$ cat src/design/lcs_pkg.sv
// lcs_pkg: request, result and command types and constants of the led cube layer scanner
`default_nettype none
package lcs_pkg;

	localparam int unsigned LAYER_W = 3;
	localparam int unsigned ROW_W   = 3;
	localparam int unsigned VOXELS  = 64;

	localparam logic KIND_TICK  = 1'b0;
	localparam logic KIND_WRITE = 1'b1;

	localparam logic [ROW_W-1:0] TOP_ROW    = 3'd7;
	localparam logic [ROW_W-1:0] BOTTOM_ROW = 3'd0;
	localparam logic [7:0]       SEL_ONE    = 8'h01;
	localparam logic [15:0]      DIV_RESET  = 16'd10;

	typedef struct packed {
		logic               kind;
		logic [LAYER_W-1:0] write_layer;
		logic [ROW_W-1:0]   write_row;
		logic [7:0]         row_bits;
	} item_t;

	typedef struct packed {
		logic [7:0] shift_byte;
		logic       clear_before;
		logic       is_layer_select;
		logic       last_of_frame;
	} result_t;

	// command passed from front to back
	typedef struct packed {
		logic               is_write;
		logic [LAYER_W-1:0] layer;
		logic [ROW_W-1:0]   row;
		logic [7:0]         bits;
	} cmd_t;

endpackage
`default_nettype wire

$ cat src/design/lcs_fifo.sv
// lcs_fifo: small register queue used for commands and for results
`default_nettype none
module lcs_fifo #(
	parameter int unsigned DEPTH = 2,
	parameter type item_t = logic
) (
	input  wire logic                       clk,
	input  wire logic                       arst_n,
	input  wire logic                       push,
	input  wire item_t                      din,
	output logic                            full,
	input  wire logic                       pop,
	output item_t                           dout,
	output logic                            empty,
	output logic [$clog2(DEPTH+1)-1:0]      count
);

	localparam int unsigned PW = (DEPTH > 1) ? $clog2(DEPTH) : 1;
	localparam int unsigned CW = $clog2(DEPTH+1);

	item_t          slot_q [DEPTH];
	logic [PW-1:0]  wr_ptr_q;
	logic [PW-1:0]  rd_ptr_q;
	logic [CW-1:0]  count_q;
	logic           do_push;
	logic           do_pop;

	assign full    = (count_q == CW'(DEPTH));
	assign empty   = (count_q == '0);
	assign count   = count_q;
	assign dout    = slot_q[rd_ptr_q];
	assign do_push = push && !full;
	assign do_pop  = pop && !empty;

	always_ff @(posedge clk) begin
		if (do_push) begin
			slot_q[wr_ptr_q] <= din;
		end
	end

	always_ff @(posedge clk or negedge arst_n) begin
		if (!arst_n) begin
			wr_ptr_q <= '0;
			rd_ptr_q <= '0;
			count_q  <= '0;
		end else begin
			if (do_push) begin
				wr_ptr_q <= (wr_ptr_q == PW'(DEPTH-1)) ? '0 : wr_ptr_q + 1'b1;
			end
			if (do_pop) begin
				rd_ptr_q <= (rd_ptr_q == PW'(DEPTH-1)) ? '0 : rd_ptr_q + 1'b1;
			end
			if (do_push && !do_pop) begin
				count_q <= count_q + 1'b1;
			end else if (do_pop && !do_push) begin
				count_q <= count_q - 1'b1;
			end
		end
	end

	a_count_range: assert property (@(posedge clk) disable iff (!arst_n)
		count_q <= CW'(DEPTH))
		else $error("fifo count beyond depth");
	a_empty_ptrs: assert property (@(posedge clk) disable iff (!arst_n)
		empty |-> (wr_ptr_q == rd_ptr_q))
		else $error("empty fifo with unequal pointers");
	a_pop_count: assert property (@(posedge clk) disable iff (!arst_n)
		(do_pop && !do_push) |=> (count_q == $past(count_q) - 1'b1))
		else $error("pop did not lower the count");

endmodule
`default_nettype wire

$ cat src/design/lcs_front.sv
// lcs_front: takes requests, keeps divider, tick count and layer, issues commands
`default_nettype none
module lcs_front #(
	parameter int unsigned LAYERS = 8
) (
	input  wire logic           clk,
	input  wire logic           arst_n,
	input  wire logic           push,
	input  wire lcs_pkg::item_t item,
	output logic                full,
	input  wire logic           cfg_we,
	input  wire logic [15:0]    cfg_data,
	output logic                cmd_push,
	output lcs_pkg::cmd_t       cmd,
	input  wire logic           cmd_full
);

	logic [15:0]                  divider_q;
	logic [15:0]                  tick_q;
	logic [lcs_pkg::LAYER_W-1:0]  layer_q;
	logic [15:0]                  tick_next;
	logic                         accept;
	logic                         is_write;
	logic                         refresh;

	assign full      = cmd_full;
	assign accept    = push && !cmd_full;
	assign is_write  = (item.kind == lcs_pkg::KIND_WRITE);
	assign tick_next = tick_q + 16'd1;
	assign refresh   = !is_write && (tick_next >= divider_q);
	assign cmd_push  = accept && (is_write || refresh);

	always_comb begin
		cmd.is_write = is_write;
		cmd.layer    = is_write ? item.write_layer : layer_q;
		cmd.row      = item.write_row;
		cmd.bits     = item.row_bits;
	end

	always_ff @(posedge clk or negedge arst_n) begin
		if (!arst_n) begin
			divider_q <= lcs_pkg::DIV_RESET;
			tick_q    <= '0;
			layer_q   <= '0;
		end else begin
			if (cfg_we) begin
				divider_q <= cfg_data;
			end
			if (accept && !is_write) begin
				if (refresh) begin
					tick_q  <= '0;
					// wrap the scan at the top layer
					layer_q <= (layer_q == lcs_pkg::LAYER_W'(LAYERS-1)) ? '0 : layer_q + 1'b1;
				end else begin
					tick_q <= tick_next;
				end
			end
		end
	end

	a_layer_range: assert property (@(posedge clk) disable iff (!arst_n)
		layer_q <= lcs_pkg::LAYER_W'(LAYERS-1))
		else $error("layer index past the top layer");
	a_no_push_full: assert property (@(posedge clk) disable iff (!arst_n)
		cmd_push |-> !cmd_full)
		else $error("command pushed into a full queue");
	a_refresh_clears: assert property (@(posedge clk) disable iff (!arst_n)
		(accept && refresh) |=> (tick_q == '0))
		else $error("tick count not cleared on refresh");

endmodule
`default_nettype wire

$ cat src/design/lcs_back.sv
// lcs_back: voxel store and layer scan sequencer feeding the result queue
`default_nettype none
module lcs_back #(
	parameter int unsigned OUT_DEPTH = 4
) (
	input  wire logic                           clk,
	input  wire logic                           arst_n,
	input  wire lcs_pkg::cmd_t                  cmd,
	input  wire logic                           cmd_empty,
	output logic                                cmd_pop,
	input  wire logic [$clog2(OUT_DEPTH+1)-1:0] out_count,
	output logic                                res_push,
	output lcs_pkg::result_t                    res
);

	localparam int unsigned CW = $clog2(OUT_DEPTH+1);
	localparam int unsigned AW = lcs_pkg::LAYER_W + lcs_pkg::ROW_W;

	typedef enum logic {S_IDLE, S_ROWS} state_t;

	state_t                       state_q;
	logic [lcs_pkg::LAYER_W-1:0]  layer_q;
	logic [lcs_pkg::ROW_W-1:0]    row_q;
	logic [7:0]                   mem_q [lcs_pkg::VOXELS];
	logic [lcs_pkg::VOXELS-1:0]   written_q;

	logic                         vld_s1;
	logic                         sel_s1;
	logic                         last_s1;
	logic [7:0]                   sel_byte_s1;
	logic [7:0]                   rd_data_s1;
	logic                         rd_ok_s1;

	logic                         space;
	logic                         start_sel;
	logic                         issue_row;
	logic                         do_write;
	logic [AW-1:0]                wr_addr;
	logic [AW-1:0]                rd_addr;

	// s1 holds a result slot already claimed in the queue
	assign space = ({1'b0, out_count} + (CW+1)'(vld_s1)) < (CW+1)'(OUT_DEPTH);

	always_comb begin
		start_sel = 1'b0;
		issue_row = 1'b0;
		do_write  = 1'b0;
		cmd_pop   = 1'b0;
		unique case (state_q)
			S_IDLE: begin
				if (!cmd_empty) begin
					if (cmd.is_write) begin
						do_write = 1'b1;
						cmd_pop  = 1'b1;
					end else if (space) begin
						start_sel = 1'b1;
						cmd_pop   = 1'b1;
					end
				end
			end
			S_ROWS: begin
				issue_row = space;
			end
			default: begin
			end
		endcase
	end

	assign wr_addr = {cmd.layer, cmd.row};
	assign rd_addr = {layer_q, row_q};

	always_ff @(posedge clk) begin
		if (do_write) begin
			mem_q[wr_addr] <= cmd.bits;
		end
		rd_data_s1  <= mem_q[rd_addr];
		sel_byte_s1 <= lcs_pkg::SEL_ONE << cmd.layer;
	end

	always_ff @(posedge clk or negedge arst_n) begin
		if (!arst_n) begin
			state_q   <= S_IDLE;
			layer_q   <= '0;
			row_q     <= lcs_pkg::TOP_ROW;
			written_q <= '0;
			vld_s1    <= 1'b0;
			sel_s1    <= 1'b0;
			last_s1   <= 1'b0;
			rd_ok_s1  <= 1'b0;
		end else begin
			vld_s1   <= start_sel || issue_row;
			sel_s1   <= start_sel;
			last_s1  <= issue_row && (row_q == lcs_pkg::BOTTOM_ROW);
			rd_ok_s1 <= written_q[rd_addr];
			if (do_write) begin
				written_q[wr_addr] <= 1'b1;
			end
			unique case (state_q)
				S_IDLE: begin
					if (start_sel) begin
						layer_q <= cmd.layer;
						row_q   <= lcs_pkg::TOP_ROW;
						state_q <= S_ROWS;
					end
				end
				S_ROWS: begin
					if (issue_row) begin
						row_q <= row_q - 1'b1;
						if (row_q == lcs_pkg::BOTTOM_ROW) begin
							state_q <= S_IDLE;
						end
					end
				end
				default: begin
					state_q <= S_IDLE;
				end
			endcase
		end
	end

	// rows never written read as dark
	always_comb begin
		res_push              = vld_s1;
		res.shift_byte        = sel_s1 ? sel_byte_s1 : (rd_ok_s1 ? rd_data_s1 : 8'h00);
		res.clear_before      = sel_s1;
		res.is_layer_select   = sel_s1;
		res.last_of_frame     = last_s1;
	end

	a_no_overflow: assert property (@(posedge clk) disable iff (!arst_n)
		({1'b0, out_count} + (CW+1)'(vld_s1)) <= (CW+1)'(OUT_DEPTH))
		else $error("result queue overcommitted");
	a_last_ends_scan: assert property (@(posedge clk) disable iff (!arst_n)
		(vld_s1 && last_s1) |-> (state_q == S_IDLE))
		else $error("last row emitted while scan still running");
	a_sel_not_last: assert property (@(posedge clk) disable iff (!arst_n)
		sel_s1 |-> (vld_s1 && !last_s1))
		else $error("layer select marked as last");

endmodule
`default_nettype wire

$ cat src/design/led_cube_layer_scanner.sv
// led_cube_layer_scanner: top level joining front, command queue, back and result queue
//
//  channel   | handshake          | payload
//  ----------+--------------------+------------------------------
//  request   | push / full        | item   (kind, layer, row, bits)
//  result    | pop / empty        | result (byte and three flags)
//  config    | cfg_we             | cfg_data (refresh divider)
//
//  the front passes a write on combinationally; a tick without refresh only advances the tick count
//  a refresh emits nine results, a layer select and then the rows, read through the single
//  read port of the voxel store one row per cycle while the result queue has space
//  the command queue lets requests keep coming while a scan runs
//  a stalled result queue holds the scan; reset marks all voxels unwritten, so they read as dark
`default_nettype none
module led_cube_layer_scanner #(
	parameter int unsigned LAYERS    = 8,
	parameter int unsigned CMD_DEPTH = 2,
	parameter int unsigned OUT_DEPTH = 4
) (
	input  wire logic             clk,
	input  wire logic             arst_n,
	input  wire logic             push,
	input  wire lcs_pkg::item_t   item,
	output logic                  full,
	input  wire logic             pop,
	output lcs_pkg::result_t      result,
	output logic                  empty,
	input  wire logic             cfg_we,
	input  wire logic [15:0]      cfg_data
);

	logic                           cmd_push;
	lcs_pkg::cmd_t                  cmd_in;
	logic                           cmd_full;
	lcs_pkg::cmd_t                  cmd_out;
	logic                           cmd_empty;
	logic                           cmd_pop;
	logic [$clog2(CMD_DEPTH+1)-1:0] cmd_count;
	logic [$clog2(OUT_DEPTH+1)-1:0] out_count;
	logic                           res_push;
	lcs_pkg::result_t               res;
	logic                           out_full;

	lcs_front #(.LAYERS(LAYERS)) u_front (
		.clk      (clk),
		.arst_n   (arst_n),
		.push     (push),
		.item     (item),
		.full     (full),
		.cfg_we   (cfg_we),
		.cfg_data (cfg_data),
		.cmd_push (cmd_push),
		.cmd      (cmd_in),
		.cmd_full (cmd_full)
	);

	lcs_fifo #(.DEPTH(CMD_DEPTH), .item_t(lcs_pkg::cmd_t)) u_cmd_q (
		.clk    (clk),
		.arst_n (arst_n),
		.push   (cmd_push),
		.din    (cmd_in),
		.full   (cmd_full),
		.pop    (cmd_pop),
		.dout   (cmd_out),
		.empty  (cmd_empty),
		.count  (cmd_count)
	);

	lcs_back #(.OUT_DEPTH(OUT_DEPTH)) u_back (
		.clk       (clk),
		.arst_n    (arst_n),
		.cmd       (cmd_out),
		.cmd_empty (cmd_empty),
		.cmd_pop   (cmd_pop),
		.out_count (out_count),
		.res_push  (res_push),
		.res       (res)
	);

	lcs_fifo #(.DEPTH(OUT_DEPTH), .item_t(lcs_pkg::result_t)) u_res_q (
		.clk    (clk),
		.arst_n (arst_n),
		.push   (res_push),
		.din    (res),
		.full   (out_full),
		.pop    (pop),
		.dout   (result),
		.empty  (empty),
		.count  (out_count)
	);

	a_cmd_bound: assert property (@(posedge clk) disable iff (!arst_n)
		cmd_count <= ($clog2(CMD_DEPTH+1))'(CMD_DEPTH))
		else $error("command queue count out of range");
	a_res_no_drop: assert property (@(posedge clk) disable iff (!arst_n)
		res_push |-> !out_full)
		else $error("result pushed into a full queue");
	a_full_tracks_q: assert property (@(posedge clk) disable iff (!arst_n)
		full == cmd_full)
		else $error("request full differs from command queue");

endmodule
`default_nettype wire
$ cat config.mk
export PLATFORM = sky130hd
export DESIGN_NAME = led_cube_layer_scanner
export DESIGN_NICKNAME = d
export VERILOG_FILES = /design/src/design/lcs_pkg.sv /design/src/design/lcs_fifo.sv /design/src/design/lcs_front.sv /design/src/design/lcs_back.sv /design/src/design/led_cube_layer_scanner.sv
export SDC_FILE = /design/constraint.sdc
export NUM_CORES = 1
export LEC_CHECK = 0
export ABC_CLOCK_PERIOD_IN_PS = 5900
export BUFFER_PORTS_ARGS = -buffer_cell sky130_fd_sc_hd__buf_2
export CORE_MARGIN = 4
export CORE_UTILIZATION = 60
export DETAILED_ROUTE_END_ITERATION = 10
export PLACE_DENSITY = 0.77
export SYNTH_ARGS = -nofsm -noshare
export SYNTH_HDL_FRONTEND = slang
export SYNTH_HIERARCHICAL = 1
export SYNTH_SLANG_ARGS = --single-unit
export TNS_END_PERCENT = 10
$ cat constraint.sdc
create_clock -name clk -period 5.9 [get_ports clk]
set_input_delay 0.295 -clock clk [delete_from_list [all_inputs] [get_ports clk]]
set_output_delay 0.295 -clock clk [all_outputs]
set_load 0.05 [all_outputs]
== Word-level counts from Yosys, hierarchy flattened ==
Memories as Yosys holds them, arrays and structs flattened. A register that Yosys moved wholly into a read port is not among the register bits.
Index checks and enable logic that the tools add are counted.

* Muxes and demuxes: 41
* Bitwise gates (word level): 2
* Shifts and indexed selects: 1
* Add/sub/neg operators: 12
* $lt $le $gt $ge: 5
* Reduce and logical (&&, ||, !) cells: 33
* Eq/ne operators: 7

{| class="wikitable"
|+ Operators with widths
! cell !! number
|-
| $or 64x64->64 || 1
|-
| $mux 1 || 24
|-
| $mux 3 || 6
|-
| $add 16x1->16 const B || 1
|-
| $ge 16x16->1 || 1
|-
| $mux 16 || 1
|-
| $mux 8 || 2
|-
| $logic_and 1x1->1 || 14
|-
| $lt 6x7->1 const B || 2
|-
| $logic_not 1->1 || 9
|-
| $mux 2 || 4
|-
| $shl 1x3->8 const A || 1
|-
| $add 2x1->2 const B || 3
|-
| $add 3x1->3 const B || 2
|-
| $bmux 1 s6 || 1
|-
| $demux 1 s6 || 1
|-
| $eq 2x2->1 const B || 3
|-
| $eq 3x3->1 const B || 2
|-
| $ge 6x1->1 const B || 1
|-
| $logic_not 3->1 || 2
|-
| $pmux 3 s2 || 1
|-
| $reduce_and 2->1 || 3
|-
| $sub 3x1->3 const B || 2
|-
| $add 3x1->4 || 1
|-
| other kinds (10) || 13
|}

* Memories kept: 3
* Input bits: 36
* Output and inout bits: 13
* RAM bits: 586
* Word-level logic and storage cells: 122
* Register bits: 129

{| class="wikitable"
|+ Memory list
! memory !! words !! width !! read ports !! clocked after Yosys merged registers in !! write ports !! line !! source
|-
| u_back.mem_q || 64 || 8 || 1 || 1 || 1 || lcs_back.sv:24 || <nowiki>logic [7:0] mem_q [lcs_pkg::VOXELS];</nowiki>
|-
| u_res_q.slot_q || 4 || 11 || 1 || 0 || 1 || lcs_fifo.sv:21 || <nowiki>item_t slot_q [DEPTH];</nowiki>
|-
| u_cmd_q.slot_q || 2 || 15 || 1 || 0 || 1 || lcs_fifo.sv:21 ||
|}

== Longest topological paths before layout ==
* Word-level depth: 10
* Depth in mapped cells: 20
* Depth with buffers taken out: 19

== Modules after synthesis ==
The synthesis kept the hierarchy.

{| class="wikitable"
|+ Modules (own cells, without submodules)
! module !! area an instance (µm²) !! cells each !! seq. area each (µm²) !! instances
|-
| lcs_back || 23,446.2 || 1,190 || 17,575.6 || 1
|-
| lcs_front || 2,242.2 || 248 || 878.3 || 1
|-
| lcs_fifo at u_res_q || 2,042.0 || 94 || 1,496.4 || 1
|-
| lcs_fifo at u_cmd_q || 1,331.3 || 66 || 1,001.0 || 1
|}

== Least setup slack after synthesis ==
No wires, ideal clock.

* Kind: reg-to-reg
* Start point: register u_front.tick_q[0]
* End point: memory u_cmd_q/slot_q[0][0] (netlist name) (enable)
* Setup slack: 2.002 ns
* Stages on the path, launching flop included: 17
* Arrival: 3.511 ns
* Clock period less this slack: 3.898 ns
* Required time: 5.514 ns
* Library setup time: 0.386 ns
* Buffers on the path: 1
* Cell sequence: dfrtp_1 -> ha_1 -> nand4_1 -> nor3_2 -> nand2_1 -> nor2_1 -> xnor2_1 -> ha_1 -> nand4_1 -> nor2_1 -> nand3_1 -> o21ai_2 -> clkbuf_1 -> nor2_1 -> nor3b_1 -> nand2_1 -> nor2_1

* Word-level cells in the longest chain between the ends: 8

{| class="wikitable"
|+ Ends and longest elaborated chain
! item !! line !! source
|-
| from (decl) || lcs_front.sv:19 || <nowiki>logic [15:0] tick_q;</nowiki>
|-
| from (signal assigned) || lcs_front.sv:55 || <nowiki>tick_q <= tick_next;</nowiki>
|-
| $add 16x1->16 || lcs_front.sv:29 || <nowiki>assign tick_next = tick_q + 16'd1;</nowiki>
|-
| $ge 16x16->1 || lcs_front.sv:30 || <nowiki>assign refresh = !is_write && (tick_next >= divider_q);</nowiki>
|-
| $logic_and 1x1->1 || lcs_front.sv:30 ||
|-
| $logic_or 1x1->1 || lcs_front.sv:31 || <nowiki>assign cmd_push = accept && (is_write || refresh);</nowiki>
|-
| $logic_and 1x1->1 || lcs_front.sv:31 ||
|-
| via cmd_push || led_cube_layer_scanner.sv:32 || <nowiki>logic cmd_push;</nowiki>
|-
| $logic_and 1x1->1 || lcs_fifo.sv:32 || <nowiki>assign do_push = push && !full;</nowiki>
|-
| $mux 1 || lcs_fifo.sv:36 || <nowiki>if (do_push) begin</nowiki>
|-
| $mux 1 (not written as such) || lcs_fifo.sv:37 || <nowiki>slot_q[wr_ptr_q] <= din;</nowiki>
|-
| to (decl) || lcs_fifo.sv:21 ||
|}

The timed path passes the listed nets, and every way through them passes these cells.

== Worst setup path in the final report ==
* Start point: register u_front.tick_q[0]
* End point: memory u_cmd_q/slot_q[0][7] (netlist name) (enable)

Same word-level chain as after synthesis.

==> PnR_summary.wiki <==
{| class="wikitable"
! Metric !! Value
|-
| IO Pins || slightly below 50
|-
| Vias || 15,030
|-
| Initial DRT Pass Iterations || 6
|-
| Launching point of the worst reg2reg path || u_front/tick_q[0]$_DFFE_PN0P_
|-
| Library cell contributing the largest single delay on the critical path || sky130_fd_sc_hd__nor2_1
|-
| Sequential share of power || 0.456
|-
| Switching power as a share of total power || 0.3086
|-
| Horiz. Die Dim || between 200 and 250 microns
|-
| Top-area cell type share of the netlist area || 0.6055
|-
| Area of the die || 52,020 sq um
|-
| Final setup TNS || 0 ps
|-
| Int Pwr || ~0.011 W
|-
| Req. time, crit path || 6100 ps
|-
| H-Tree Level Count || 3
|-
| Core footprint || 47,850 sq um
|-
| Setup violations, final || 0
|-
| Slew Limit Headroom || 0.1935
|-
| Clock tree from TritonCTS || built
|-
| Count of buffers inserted at the top-level ports || 48
|-
| Post-route standard cell area excluding fillers || roughly 32,000 sq um
|-
| Detailed-route wire length per cell || 26.02 microns
|-
| Top area cells in the synthesized netlist || sky130_fd_sc_hd__edfxtp_1 (61%), sky130_fd_sc_hd__mux4_2 (11%), sky130_fd_sc_hd__dfrtp_1 (10%), sky130_fd_sc_hd__nor2_1 (1.3%), sky130_fd_sc_hd__mux2i_1 (1.2%)
|-
| Total global-route track usage || 0.2369
|-
| Residual DRC count || 0
|-
| Maximum number of pins on one net before global-route repair || 72
|-
| Kind of end point of the critical path || flop
|-
| Number of nets at the end of the flow || around 1,700
|-
| Synth warnings || 6
|-
| RSZ-0062 raised after global routing || false
|-
| Switching power || 0.004776 W
|-
| Starting density of the core || 0.6074
|-
| DP HPWL || 35,900 microns
|-
| Relative area change from synthesis to final layout || 10.71%
|-
| Clock skew after layout || between 20 and 25 ps
|-
| Total nets after synthesis || between 1,500 and 2,000
|-
| Worst voltage drop across the vdd grid || ~0.50 mV
|-
| Fill cell instance count of the final layout || 3,018
|-
| Clock tree sinks || 723
|-
| Most used DFF post-synth || sky130_fd_sc_hd__edfxtp_1
|-
| Type of the worst min-delay path || input pin to flop
|-
| Post-cts hold buffer count || 30
|-
| Area post-placement || ~30,000 sq um
|-
| Leading cell types by count after synthesis || sky130_fd_sc_hd__edfxtp_1 (586), sky130_fd_sc_hd__mux4_2 (146), sky130_fd_sc_hd__dfrtp_1 (116), sky130_fd_sc_hd__nor2_1 (98), sky130_fd_sc_hd__nand2_1 (74)
|-
| CTS Root Cell || sky130_fd_sc_hd__clkbuf_16
|-
| Post-CTS Setup Bufs || 0
|-
| Placement row count || 80
|-
| Sequential cell area fraction in the yosys report || 0.7209
|-
| Most common cell in the synthesized netlist || sky130_fd_sc_hd__edfxtp_1
|-
| Via count of the first global-routing pass || about 16,000
|-
| Family with the most delay on the worst path || simple AND/OR/NAND/NOR gates
|-
| Data arrival time at the worst-slack endpoint || ~5000 ps
|-
| Cell area power density || between 400 and 500 nW/um^2
|-
| Fin crit share || 0.8035
|-
| CTS clk-pin slew, worst paths || around 60 ps
|-
| Maximum single-stage delay on the critical path || 920 ps
|-
| Final WL || 61,000 microns
|-
| Gate power share || 0.261
|-
| Highest clock frequency the design can meet || about 210 MHz
|-
| Clock network latency to the later pin of the worst-skew pair || ~590 ps
|-
| Launch point of the critical path || u_front/tick_q[0]$_DFFE_PN0P_
|-
| GPL Wtd Cong || ~0.81
|-
| Critical path depth || 14
|-
| Antenna Nets Post-Route || 0
|-
| Sort of element at the start of the critical path || flop
|-
| Total inserted antenna cells || 0
|-
| Post-synthesis instance total || 1,598
|-
| GRT overflow || 0
|-
| Longest Clk Path Bufs || 3
|-
| Flip-flop and latch count after synthesis || 723
|-
| Netlist area before placement || 29,060 sq um
|-
| Clk pwr share || 0.283
|-
| Worst setup path category || flop to flop
|-
| First-pass GRT wire length || around 95,000 microns
|-
| Number of synthesized flops with an enable pin || just under 600
|-
| Iter 0 DRT Violations || 1,430
|-
| Number of max-slew violations in the final report || 0
|-
| Initial antenna violation count || 1
|-
| MaxCap Viol Count || 0
|-
| Top cell by count, worst path || sky130_fd_sc_hd__nor2_1
|-
| FF-to-FF End || u_cmd_q/slot_q[0][7]$_DFFE_PP_
|-
| Static leakage || about 11 nW
|-
| Chain of cells forming the critical path || ha_1 > nand4_1 > nor3_2 > nand3_1 > xnor2_1 > ha_1 > nand4_1 > nor2_1 > nand3_1 > o21ai_2 > nor2_1 > nor3b_1 > nand2_1 > nor2_1
|-
| Average vias per placed instance || around 6.4
|-
| Run status || completed
|-
| Final Critical Period || 4741 ps
|-
| Height of the chip || approximately 230 microns
|-
| Library cell with the largest summed area after synthesis || sky130_fd_sc_hd__edfxtp_1
|-
| Layout cell share with drive strength beyond 1 || 0.2313
|-
| Critical Path Sink || u_cmd_q/slot_q[0][7]$_DFFE_PP_
|-
| Number of buffers inserted during clock tree synthesis || 72
|-
| FF-to-FF setup slack || 1160 ps
|-
| Hold Vio Cnt, Final || 0
|-
| Mean instance size in the synthesized netlist || 18.19 sq um
|-
| Register-to-Register Path Depth || 14
|-
| Distinct cell type count after synthesis || 64
|-
| Count of cells resized by post-cts repair || 0
|-
| Highest fanout seen on the critical path || 16
|-
| Tightest Pin Transition || roughly 1200 ps
|-
| Fraction of registers with async set/reset || 0.1674
|-
| Critical path buffer and inverter count || 0
|}
[per-stage QoR]
stage                       util  std cells  hold WS, ps  total power [W]  setup slack [ps]
final                     0.6725       2344        27.84          0.01548              1159
after global routing      0.6725       2344        32.44          0.01612             819.0
after CTS                 0.6725       2344        9.597          0.01554              1245
after detailed placement  0.6186       2180        276.5          0.01112              1295
after global placement    0.6186       2180        274.1          0.01098              1421
after floorplan                -       1598      -0.5911         0.009985              2002
[state kept, by name (all words and copies together), names as in the netlist, 2 cells and up]
name	cells
u_back/rd_data_s1	8
u_front/divider_q	16
u_res_q/slot_q	44
u_back/mem_q	512
u_res_q/count	3
u_back/layer_q	3
u_back/written_q	64
u_cmd_q/count	2
u_cmd_q/slot_q	30
u_res_q/wr_ptr_q	2
u_back/row_q	3
u_front/layer_q	3
u_front/tick_q	16
u_res_q/rd_ptr_q	2
u_back/sel_byte_s1	8
[logic make-up (layout without fill, tap and decap cells)]
logic type                 count (synthesis)  count (layout)  synth area share
AOI/OAI and AO/OA                        179             179           0.04279
xor gates and xnor gates                  23              23          0.006931
muxes                                    221             221            0.1425
DFF                                      723             723            0.7209
buffers and inverters                    136             267           0.02656
adders and majority gates                 29              29           0.01274
and+or+nand+nor                          287             287           0.04757
[final cells by class]
| class | instances | area [sq um] | area share |
|---|---|---|---|
| Tap cell | 615 | 769.5 | 0.02392 |
| Inverter | 38 | 142.6 | 0.004433 |
| Clock buffer | 105 | 2072 | 0.06440 |
| Clock inverter | 29 | 202.7 | 0.006300 |
| Timing Repair Buffer | 95 | 686.9 | 0.02135 |
| Sequential cell | 723 | 20960 | 0.6515 |
| Multi-Input combinational cell | 739 | 7338 | 0.2281 |
[routing by layer]
layer	track usage	part of all wire
met1	0.3319	0.39
met2	0.3808	0.49
met3	0.04291	0.078
met4	0.08840	0.035
met5	0	0.00020
[cells in the final DEF (no fill, tap or decap), drive strengths merged, types with 6 or more instances in the layout]
master	n
edfxtp	586
mux4	146
dfrtp	116
clkbuf	105
nor2	98
nand2	74
buf	65
o21ai	46
inv	40
mux2	39
mux2i	36
o21bai	32
or2	32
dlygate4sd3	30
ha	28
clkinv	22
nand3	20
o22ai	17
dfxtp	16
a21oi	15
o221ai	15
a22o	13
xor2	12
xnor2	11
nor3	11
nor2b	9
a211oi	7
a221oi	7
a22oi	6
or3	6
and2	6
nand2b	6
[power by group through the flow]
stage / Sequential [W] / Clock [W] / Combinational, W
6_report: 0.00706 / 0.00439 / 0.00403
5_1_grt: 0.00714 / 0.00467 / 0.00432
4_1_cts: 0.00705 / 0.00445 / 0.00404
3_5_place_dp: 0.00714 / 0 / 0.00398
3_3_place_gp: 0.00711 / 0 / 0.00387
2_1_floorplan: 0.00669 / 0 / 0.00330
[how the worst min path moves through the flow]
stage,startpoint,to,cells after the start
3_3_place_gp,arst_n,u_back/written_q[15]$_DFFE_PN0P_,1
3_5_place_dp,arst_n,u_back/written_q[11]$_DFFE_PN0P_,1
4_1_cts,item[11],u_cmd_q/slot_q[0][11]$_DFFE_PP_,2
5_1_grt,item[11],u_cmd_q/slot_q[0][11]$_DFFE_PP_,2
6_report,item[11],u_cmd_q/slot_q[0][11]$_DFFE_PP_,2
2_1_floorplan,arst_n,u_back/last_s1$_DFF_PN0_,0
Note: power is estimated with default switching activity, not from simulation.
